$ cat src/rtl/core/fba_pkg.sv
`timescale 1ns / 1ps

package fba_pkg;

    localparam int NUM_FRAMES_DEF = 4096;
    localparam int FRAME_W        = 12;
    localparam int ACT_W          = 2;
    localparam int STAT_W         = 2;
    localparam int WORD_W         = 32;
    localparam int BIT_W          = 5;

    typedef enum logic [ACT_W-1:0] {
        ACT_ALLOC   = 2'd0,
        ACT_RELEASE = 2'd1,
        ACT_QUERY   = 2'd2
    } t_action;

    typedef enum logic [STAT_W-1:0] {
        ST_DONE = 2'd0,
        ST_SKIP = 2'd1,
        ST_FULL = 2'd2
    } t_status;

    // lowest clear bit of a bitmap word
    function automatic logic [BIT_W:0] lowest_zero(input logic [WORD_W-1:0] w);
        logic [BIT_W:0] res;
        res = '0;
        for (int i = WORD_W - 1; i >= 0; i--) begin
            if (!w[i]) begin
                res = {1'b1, BIT_W'(i)};
            end
        end
        return res;
    endfunction

endpackage

$ cat src/rtl/core/fba_ram.sv
`timescale 1ns / 1ps

module fba_ram #(
    parameter int WIDTH = 32,
    parameter int DEPTH = 128,
    parameter int AW    = (DEPTH > 1) ? $clog2(DEPTH) : 1
) (
    input  logic             i_clk,
    input  logic             i_we,
    input  logic [AW-1:0]    i_waddr,
    input  logic [WIDTH-1:0] i_wdata,
    input  logic             i_re,
    input  logic [AW-1:0]    i_raddr,
    output logic [WIDTH-1:0] o_rdata
);

    logic [WIDTH-1:0] r_mem [DEPTH];
    logic [WIDTH-1:0] r_rdata;

    always_ff @(posedge i_clk) begin
        if (i_we) begin
            r_mem[i_waddr] <= i_wdata;
        end
        if (i_re) begin
            r_rdata <= r_mem[i_raddr];
        end
    end

    assign o_rdata = r_rdata;

endmodule

$ cat src/rtl/core/frame_bitmap_allocator.sv
`timescale 1ns / 1ps
// First-fit page frame allocator over a bitmap of 32 frames per word.
// Request channel: i_in_valid / o_in_stall with action, page_frame and the
// kernel and writable page flags. Response channel: o_out_valid / i_out_stall
// with status, new_frame, present/rw/user bits and in_use. One response per request.
// Steps from accept to response valid:
//   allocate with nonzero frame, release of frame zero, undefined action, and
//   release or query out of range: straight to the finish state
//   release and query: bitmap read, then write-back or answer, then finish
//   allocate with frame zero: scan from word 0 to the first free frame, else FULL
// The scan reads the bitmap RAM one word per cycle through one lowest-clear-bit
// finder. One request is in flight at a time; o_in_stall is high until it is
// done, so a new request is accepted only after the last one has finished.
// A finished response waits in the output register
// while the receiver stalls, and the next request is accepted meanwhile; it
// completes only once that register frees.
// After reset the bitmap is cleared one word per cycle, one word per 32
// reachable frames rounded up (128 words at defaults), with o_in_stall high.
module frame_bitmap_allocator #(
    parameter int NUM_FRAMES = fba_pkg::NUM_FRAMES_DEF
) (
    input  logic                          i_clk,
    input  logic                          i_rst_n,
    input  logic                          i_in_valid,
    output logic                          o_in_stall,
    input  logic [fba_pkg::ACT_W-1:0]     i_action,
    input  logic [fba_pkg::FRAME_W-1:0]   i_page_frame,
    input  logic                          i_kernel_page,
    input  logic                          i_writable_page,
    output logic                          o_out_valid,
    input  logic                          i_out_stall,
    output logic [fba_pkg::STAT_W-1:0]    o_status,
    output logic [fba_pkg::FRAME_W-1:0]   o_new_frame,
    output logic                          o_present_bit,
    output logic                          o_rw_bit,
    output logic                          o_user_bit,
    output logic                          o_in_use
);

    import fba_pkg::*;

    localparam int MAX_FRAMES = 1 << FRAME_W;
    localparam int REACH      = (NUM_FRAMES < MAX_FRAMES) ? NUM_FRAMES : MAX_FRAMES;
    localparam int DEPTH      = (REACH + WORD_W - 1) / WORD_W;
    localparam int AW         = (DEPTH > 1) ? $clog2(DEPTH) : 1;
    localparam int CMP_W      = FRAME_W + 1;

    typedef enum logic [5:0] {
        S_CLR  = 6'b000001,
        S_IDLE = 6'b000010,
        S_SCAN = 6'b000100,
        S_REL  = 6'b001000,
        S_QRY  = 6'b010000,
        S_FIN  = 6'b100000
    } t_state;

    t_state               r_state, n_state;
    logic [AW-1:0]        r_addr, n_addr;
    logic [AW-1:0]        r_chk, n_chk;
    logic [BIT_W-1:0]     r_bit, n_bit;
    logic                 r_kern, n_kern;
    logic                 r_wr, n_wr;

    t_status              r_res_status, n_res_status;
    logic [FRAME_W-1:0]   r_res_frame, n_res_frame;
    logic                 r_res_present, n_res_present;
    logic                 r_res_rw, n_res_rw;
    logic                 r_res_user, n_res_user;
    logic                 r_res_in_use, n_res_in_use;

    logic                 r_out_valid, n_out_valid;
    t_status              r_out_status, n_out_status;
    logic [FRAME_W-1:0]   r_out_frame, n_out_frame;
    logic                 r_out_present, n_out_present;
    logic                 r_out_rw, n_out_rw;
    logic                 r_out_user, n_out_user;
    logic                 r_out_in_use, n_out_in_use;

    logic                 ram_we, ram_re;
    logic [AW-1:0]        ram_waddr, ram_raddr;
    logic [WORD_W-1:0]    ram_wdata, ram_rdata;

    logic                 out_free;
    logic                 in_range;
    logic [AW-1:0]        in_word;
    logic [BIT_W:0]       zero_hit;
    logic [CMP_W-1:0]     cand;

    fba_ram #(
        .WIDTH (WORD_W),
        .DEPTH (DEPTH),
        .AW    (AW)
    ) u_map (
        .i_clk   (i_clk),
        .i_we    (ram_we),
        .i_waddr (ram_waddr),
        .i_wdata (ram_wdata),
        .i_re    (ram_re),
        .i_raddr (ram_raddr),
        .o_rdata (ram_rdata)
    );

    assign out_free = !r_out_valid || !i_out_stall;
    assign in_range = ({1'b0, i_page_frame} < CMP_W'(REACH));
    assign in_word  = i_page_frame[AW+BIT_W-1:BIT_W];
    assign zero_hit = lowest_zero(ram_rdata);
    assign cand     = CMP_W'({r_chk, zero_hit[BIT_W-1:0]});

    always_comb begin
        n_state       = r_state;
        n_addr        = r_addr;
        n_chk         = r_chk;
        n_bit         = r_bit;
        n_kern        = r_kern;
        n_wr          = r_wr;
        n_res_status  = r_res_status;
        n_res_frame   = r_res_frame;
        n_res_present = r_res_present;
        n_res_rw      = r_res_rw;
        n_res_user    = r_res_user;
        n_res_in_use  = r_res_in_use;
        n_out_valid   = r_out_valid && i_out_stall;
        n_out_status  = r_out_status;
        n_out_frame   = r_out_frame;
        n_out_present = r_out_present;
        n_out_rw      = r_out_rw;
        n_out_user    = r_out_user;
        n_out_in_use  = r_out_in_use;
        ram_we        = 1'b0;
        ram_waddr     = r_chk;
        ram_wdata     = '0;
        ram_re        = 1'b0;
        ram_raddr     = r_addr;

        case (r_state)
            S_CLR: begin
                ram_we    = 1'b1;
                ram_waddr = r_addr;
                if (r_addr == AW'(DEPTH - 1)) begin
                    n_addr  = '0;
                    n_state = S_IDLE;
                end else begin
                    n_addr = r_addr + AW'(1);
                end
            end
            S_IDLE: begin
                if (i_in_valid) begin
                    n_kern        = i_kernel_page;
                    n_wr          = i_writable_page;
                    n_bit         = i_page_frame[BIT_W-1:0];
                    n_chk         = in_word;
                    n_res_status  = ST_DONE;
                    n_res_frame   = '0;
                    n_res_present = 1'b0;
                    n_res_rw      = 1'b0;
                    n_res_user    = 1'b0;
                    n_res_in_use  = 1'b0;
                    n_state       = S_FIN;
                    case (i_action)
                        ACT_ALLOC: begin
                            if (i_page_frame != '0) begin
                                n_res_status = ST_SKIP;
                                n_res_frame  = i_page_frame;
                            end else begin
                                ram_re    = 1'b1;
                                ram_raddr = '0;
                                n_chk     = '0;
                                n_addr    = AW'(1);
                                n_state   = S_SCAN;
                            end
                        end
                        ACT_RELEASE: begin
                            if (i_page_frame == '0) begin
                                n_res_status = ST_SKIP;
                            end else if (in_range) begin
                                ram_re    = 1'b1;
                                ram_raddr = in_word;
                                n_state   = S_REL;
                            end
                        end
                        ACT_QUERY: begin
                            if (in_range) begin
                                ram_re    = 1'b1;
                                ram_raddr = in_word;
                                n_state   = S_QRY;
                            end
                        end
                        default: begin
                            n_res_status = ST_SKIP;
                        end
                    endcase
                end
            end
            S_SCAN: begin
                if (zero_hit[BIT_W] && (cand < CMP_W'(REACH))) begin
                    ram_we        = 1'b1;
                    ram_waddr     = r_chk;
                    ram_wdata     = ram_rdata | (WORD_W'(1) << zero_hit[BIT_W-1:0]);
                    n_res_status  = ST_DONE;
                    n_res_frame   = FRAME_W'(cand);
                    n_res_present = 1'b1;
                    n_res_rw      = r_wr;
                    n_res_user    = !r_kern;
                    n_state       = S_FIN;
                end else if (zero_hit[BIT_W] || (r_chk == AW'(DEPTH - 1))) begin
                    // free bit past the last reachable frame, or no word left
                    n_res_status = ST_FULL;
                    n_state      = S_FIN;
                end else begin
                    ram_re    = 1'b1;
                    ram_raddr = r_addr;
                    n_chk     = r_addr;
                    n_addr    = r_addr + AW'(1);
                end
            end
            S_REL: begin
                ram_we    = 1'b1;
                ram_waddr = r_chk;
                ram_wdata = ram_rdata & ~(WORD_W'(1) << r_bit);
                n_state   = S_FIN;
            end
            S_QRY: begin
                n_res_in_use = ram_rdata[r_bit];
                n_state      = S_FIN;
            end
            S_FIN: begin
                if (out_free) begin
                    n_out_valid   = 1'b1;
                    n_out_status  = r_res_status;
                    n_out_frame   = r_res_frame;
                    n_out_present = r_res_present;
                    n_out_rw      = r_res_rw;
                    n_out_user    = r_res_user;
                    n_out_in_use  = r_res_in_use;
                    n_state       = S_IDLE;
                end
            end
            default: begin
                n_state = S_CLR;
                n_addr  = '0;
            end
        endcase
    end

    always_ff @(posedge i_clk) begin
        if (!i_rst_n) begin
            r_state     <= S_CLR;
            r_addr      <= '0;
            r_out_valid <= 1'b0;
        end else begin
            r_state     <= n_state;
            r_addr      <= n_addr;
            r_out_valid <= n_out_valid;
        end
    end

    always_ff @(posedge i_clk) begin
        r_chk         <= n_chk;
        r_bit         <= n_bit;
        r_kern        <= n_kern;
        r_wr          <= n_wr;
        r_res_status  <= n_res_status;
        r_res_frame   <= n_res_frame;
        r_res_present <= n_res_present;
        r_res_rw      <= n_res_rw;
        r_res_user    <= n_res_user;
        r_res_in_use  <= n_res_in_use;
        r_out_status  <= n_out_status;
        r_out_frame   <= n_out_frame;
        r_out_present <= n_out_present;
        r_out_rw      <= n_out_rw;
        r_out_user    <= n_out_user;
        r_out_in_use  <= n_out_in_use;
    end

    assign o_in_stall    = (r_state != S_IDLE);
    assign o_out_valid   = r_out_valid;
    assign o_status      = r_out_status;
    assign o_new_frame   = r_out_frame;
    assign o_present_bit = r_out_present;
    assign o_rw_bit      = r_out_rw;
    assign o_user_bit    = r_out_user;
    assign o_in_use      = r_out_in_use;

`ifndef NO_ASSERTIONS
    a_no_write_idle: assert property (@(posedge i_clk) disable iff (!i_rst_n)
        (r_state == S_IDLE) |-> !ram_we)
        else $error("bitmap written while idle");

    a_fin_delivers: assert property (@(posedge i_clk) disable iff (!i_rst_n)
        (r_state == S_FIN) && out_free |=> r_out_valid && (r_state == S_IDLE))
        else $error("finished request not moved to output");

    a_present_done: assert property (@(posedge i_clk) disable iff (!i_rst_n)
        r_out_valid && r_out_present |-> (r_out_status == ST_DONE) && !r_out_in_use)
        else $error("present bit on a response that is not a done allocate");

    a_scan_bound: assert property (@(posedge i_clk) disable iff (!i_rst_n)
        (r_state == S_SCAN) |-> (r_chk <= AW'(DEPTH - 1)))
        else $error("scan past last bitmap word");
`endif

endmodule
$ cat config.mk
export PLATFORM = sky130hd
export DESIGN_NAME = frame_bitmap_allocator
export DESIGN_NICKNAME = d
export VERILOG_FILES = /design/src/rtl/core/fba_pkg.sv /design/src/rtl/core/fba_ram.sv /design/src/rtl/core/frame_bitmap_allocator.sv
export SDC_FILE = /design/constraint.sdc
export NUM_CORES = 2
export LEC_CHECK = 0
export BUFFER_PORTS_ARGS = -buffer_cell sky130_fd_sc_hd__buf_2
export CAP_MARGIN = 20
export CORE_ASPECT_RATIO = 1.4
export CORE_UTILIZATION = 52
export DETAILED_ROUTE_END_ITERATION = 12
export HOLD_SLACK_MARGIN = 0.02
export PLACE_DENSITY = 0.7
export SLEW_MARGIN = 10
export SYNTH_ARGS = -nofsm -noshare
export SYNTH_HDL_FRONTEND = slang
export SYNTH_SLANG_ARGS = --single-unit
$ cat constraint.sdc
create_clock -name i_clk -period 9.25 [get_ports i_clk]
set_input_delay 0.925 -clock i_clk [delete_from_list [all_inputs] [get_ports i_clk]]
set_output_delay 0.925 -clock i_clk [all_outputs]
set_load 0.02 [all_outputs]
==> results.py <==
metrics = {
    "placed_design": {
        "port_buffers": 39,
        "gp_congestion": 0.991,
        "dpl.cell_count": 15800,
        "hpwl_mm": 318,
    },
    "pwr": {
        "seqPwrFrac_pct": 52.3,
        "power_frac_comb_pct": 7.5,
        "swShare_pct": 23.3,
        "leakage_nw": 60.3,
        "clockPowerShare_pct": 40.2,
        "p_int_mw": 30.2,
        "power.density_nw_per_um2": 208,
        "switchingPower_mw": 9.18,
        "total_power_mw": 39.4,
        "ir_drop_v": 0.000172,
    },
    "final_layout": {
        "nNetsFinal": 12000,
        "layout-drive-gt1-share_pct": 11.9,
        "fillers": 24200,
        "fin_cells": 16500,
        "seqCellArea_um2": 126000,
        "multi_input_area_um2": 41100,
        "area_growth_pct": 11.9,
    },
    "die": {
        "initial_core_util_pct": 52.3,
        "die_x_um": 484,
        "rows": 247,
        "io_pins": 40,
        "fp.coreArea_um2": 323000,
        "die_h_um": 677,
        "die_area_um2": 327000,
    },
    "worst_setup_path": {
        "worst_r2r_path_depth": 13,
        "r2r-start": "r_state[3]",
        "cp-end-kind": "flop",
        "critPathMaxStageDelay_ps": 850,
        "start_kind": "flop",
        "crit_type": "flop to flop",
        "worst_ep_arrival_time_ps": 7610,
        "worstPathRequired_ps": 9990,
        "path_cells": "nor4b_2, nand2_1, o221a_4, nand2_4, buf_12, buf_12, buf_4, a211oi_1, a31o_2, a2111oi_2, buf_4, nand4_1, nor4_2",
        "startpoint": "r_state[3]",
        "path_max_fanout": 62,
        "cpMaxStageDelayCell": "a2111oi_2",
    },
    "synthesis": {
        "synth-seq-area-share_pct": 74.4,
        "netlist_area_um2": 169000,
        "syn_inst": 12000,
        "ys_types": 76,
        "avgSynthCellArea_um2": 14.1,
        "synthArstFlopShare_pct": 0,
        "synthFlopType": "edfxtp_1",
        "synth_edf_count": 4178,
        "syn-num-nets": 12000,
        "ys_ff_latch": 4192,
        "yosysWarnings": 0,
    },
    "clock_tree": {
        "cts_tree": "done",
        "cts.sinks": 4192,
        "clockBufferDepth": 4,
        "clock_latency_ps": 970,
        "cts_resized": 0,
        "clkTransAtPathRegs_ps": 70,
        "holdBufCountCts": 0,
        "cts_made_buffers": 392,
        "cts-root-buf": "clkbuf_16",
        "cts_setup_buffers": 0,
        "h-tree-depth": 5,
    },
    "global_route": {
        "grt_pass1_wl_mm": 777,
        "grt_max_degree": 190,
        "antenna_found_initial": 37,
        "grt_pass1_vias": 107000,
        "grt-ovfl-total": 0,
        "track_usage_pct": 33.0,
    },
    "timing": {
        "fin_crit_sh_pct": 74.3,
        "fin_setup_tns_ps": 0,
        "fin_worst_skew_ps": 86.3,
        "finalHoldViolations": 0,
        "fin_crit_ps": 6870,
        "setup_viol": 0,
        "worstMarginPinSlew_ps": 1400,
        "fmax_ghz": 0.146,
        "rsz0062_at_grt": "false",
        "drv_slew": 0,
        "max_slew_margin_pct": 6.99,
    },
    "drt": {
        "met1_length_mm": 186,
        "antenna_left": 0,
        "wl_met3_mm": 60.5,
        "routedWlPerCell_um": 33.5,
        "remaining_drc_errors": 0,
        "wl_met2_mm": 256,
        "vias": 112000,
        "top_layer_used": "met5",
        "initialDrtViolationCount": 17800,
        "wl_mm": 554,
        "drt_first_pass_iters": 7,
        "via_per_inst": 6.80,
    },
    "min_path": {
        "holdCritPathClass": "input port to flop",
        "hp-start": "i_writable_page",
        "whs_path_depth": 1,
    },
    "flow_run": {
        "drv_cap": 0,
    },
    "outcome": {
        "status": "finished, final reports clean",
    },
}
layer usage:
layer / vias up / global-route usage (%)
met5: - / 0
met4: 18 / 26.1
met3: 1710 / 6.43
met2: 7856 / 51.6
met1: 56300 / 40.3
li1: 46500 / -
final timing paths:
check                            to  slack (ps)
setup reg to reg  u_map.o_rdata[22]        2380
hold / removal                 r_wr         180
hold reg to reg      o_new_frame[7]         420
setup / recovery  u_map.o_rdata[22]        2380
Yosys cell counts (172+ instances only):
| cell type | instances | area, um^2 |
|---|---|---|
| a211oi_1 | 491 | 3690 |
| a21oi_1 | 458 | 2290 |
| a311oi_1 | 250 | 2190 |
| and3_1 | 368 | 2300 |
| buf_2 | 172 | 861 |
| clkbuf_1 | 691 | 2590 |
| edfxtp_1 | 4178 | 125000 |
| mux2i_1 | 364 | 3640 |
| nand2_1 | 1858 | 6970 |
| nand3_1 | 1229 | 6150 |
| nor2_1 | 177 | 664 |
| o21ai_0 | 608 | 3040 |
worst max-delay path: cells and delay by family, from the launching register on:
kind                   cells  cell delay [ps]
AO/OA/AOI/OAI              4             1870
flip-flops                 1              410
buffers and inverters      4             1150
AND/OR/NAND/NOR            5             3130
power by group through the flow:
| stage | clock network [mW] | logic (mW) | registers [mW] |
|---|---|---|---|
| 4_1_cts | 15.9 | 2.89 | 20.6 |
| 5_1_grt | 16.6 | 3.13 | 20.6 |
| 3_3_place_gp | 0 | 2.80 | 21.0 |
| 2_1_floorplan | 0 | 1.92 | 21.0 |
| 3_5_place_dp | 0 | 2.87 | 21.0 |
| 6_report | 15.8 | 2.95 | 20.6 |
stage by stage:
step	setup WS [ps]	hold slack [ps]	utilization [%]	cell area, um^2
floorplan	773	400	-	169000
global placement	-989	404	54.4	176000
detailed placement	2040	405	54.6	177000
CTS	2640	128	58.5	189000
global route	2330	153	58.5	189000
finish	2380	179	58.5	189000
logic make-up (layout without fill, tap and decap cells):
kind of cell               count (synthesis)  count (layout)  share of synthesized area, %
DFF                                     4192            4192                          74.4
and+or+nand+nor                         3899            3899                          10.6
AOI/OAI and AO/OA                       2501            2501                          10.0
buffers and inverters                   1007            1274                          2.44
muxes                                    410             410                          2.53
xor gates and xnor gates                   2               2                        0.0104
adders and majority gates                  1               1                       0.00740
other                                      0              15                             0
sequential cells by signal (all words and copies together) (netlist names):
signal / count
o_rw_bit: 1
r_bit: 5
o_new_frame: 12
o_present_bit: 1
o_status: 2
o_user_bit: 1
r_wr: 1
r_state: 6
r_res_in_use: 1
r_kern: 1
u_map.r_mem: 4096
r_chk: 7
u_map.o_rdata: 32
r_res_present: 1
r_res_user: 1
r_res_frame: 12
r_addr: 7
o_in_use: 1
o_out_valid: 1
r_res_rw: 1
r_res_status: 2
layout make-up:
class | count | area share, %
repair buffers | 523 | 2.42
inverters | 36 | 0.0714
clock inverters | 231 | 1.13
diodes | 15 | 0.0198
clock buffers | 484 | 5.40
well taps | 4233 | 2.80
multi-input cells | 6813 | 21.7
flip-flops and latches | 4192 | 66.5
cells in the final DEF (no fill, tap or decap), types with 25 or more instances in the layout:
master / count
a21boi_0: 31
bufinv_16: 31
mux2i_1: 364
or4_1: 29
a31oi_1: 107
buf_2: 53
clkinv_2: 57
a221oi_1: 30
buf_12: 50
a31o_2: 89
a2111oi_2: 38
o211a_1: 63
nand2_1: 1844
inv_1: 36
clkbuf_16: 395
a311oi_1: 249
a2111oi_0: 74
a22o_1: 34
clkbuf_1: 89
nor2_4: 133
nand3_1: 1226
a32o_1: 29
nor4_2: 25
edfxtp_1: 4178
nor3_1: 69
buf_4: 396
and3_1: 368
o22ai_1: 33
mux2_2: 35
nor2_1: 40
o21ai_0: 590
clkinv_1: 101
o211ai_1: 37
a211oi_1: 491
a21oi_1: 448
nand4_1: 51
a211o_1: 33
(Power assumes the default switching activity.)
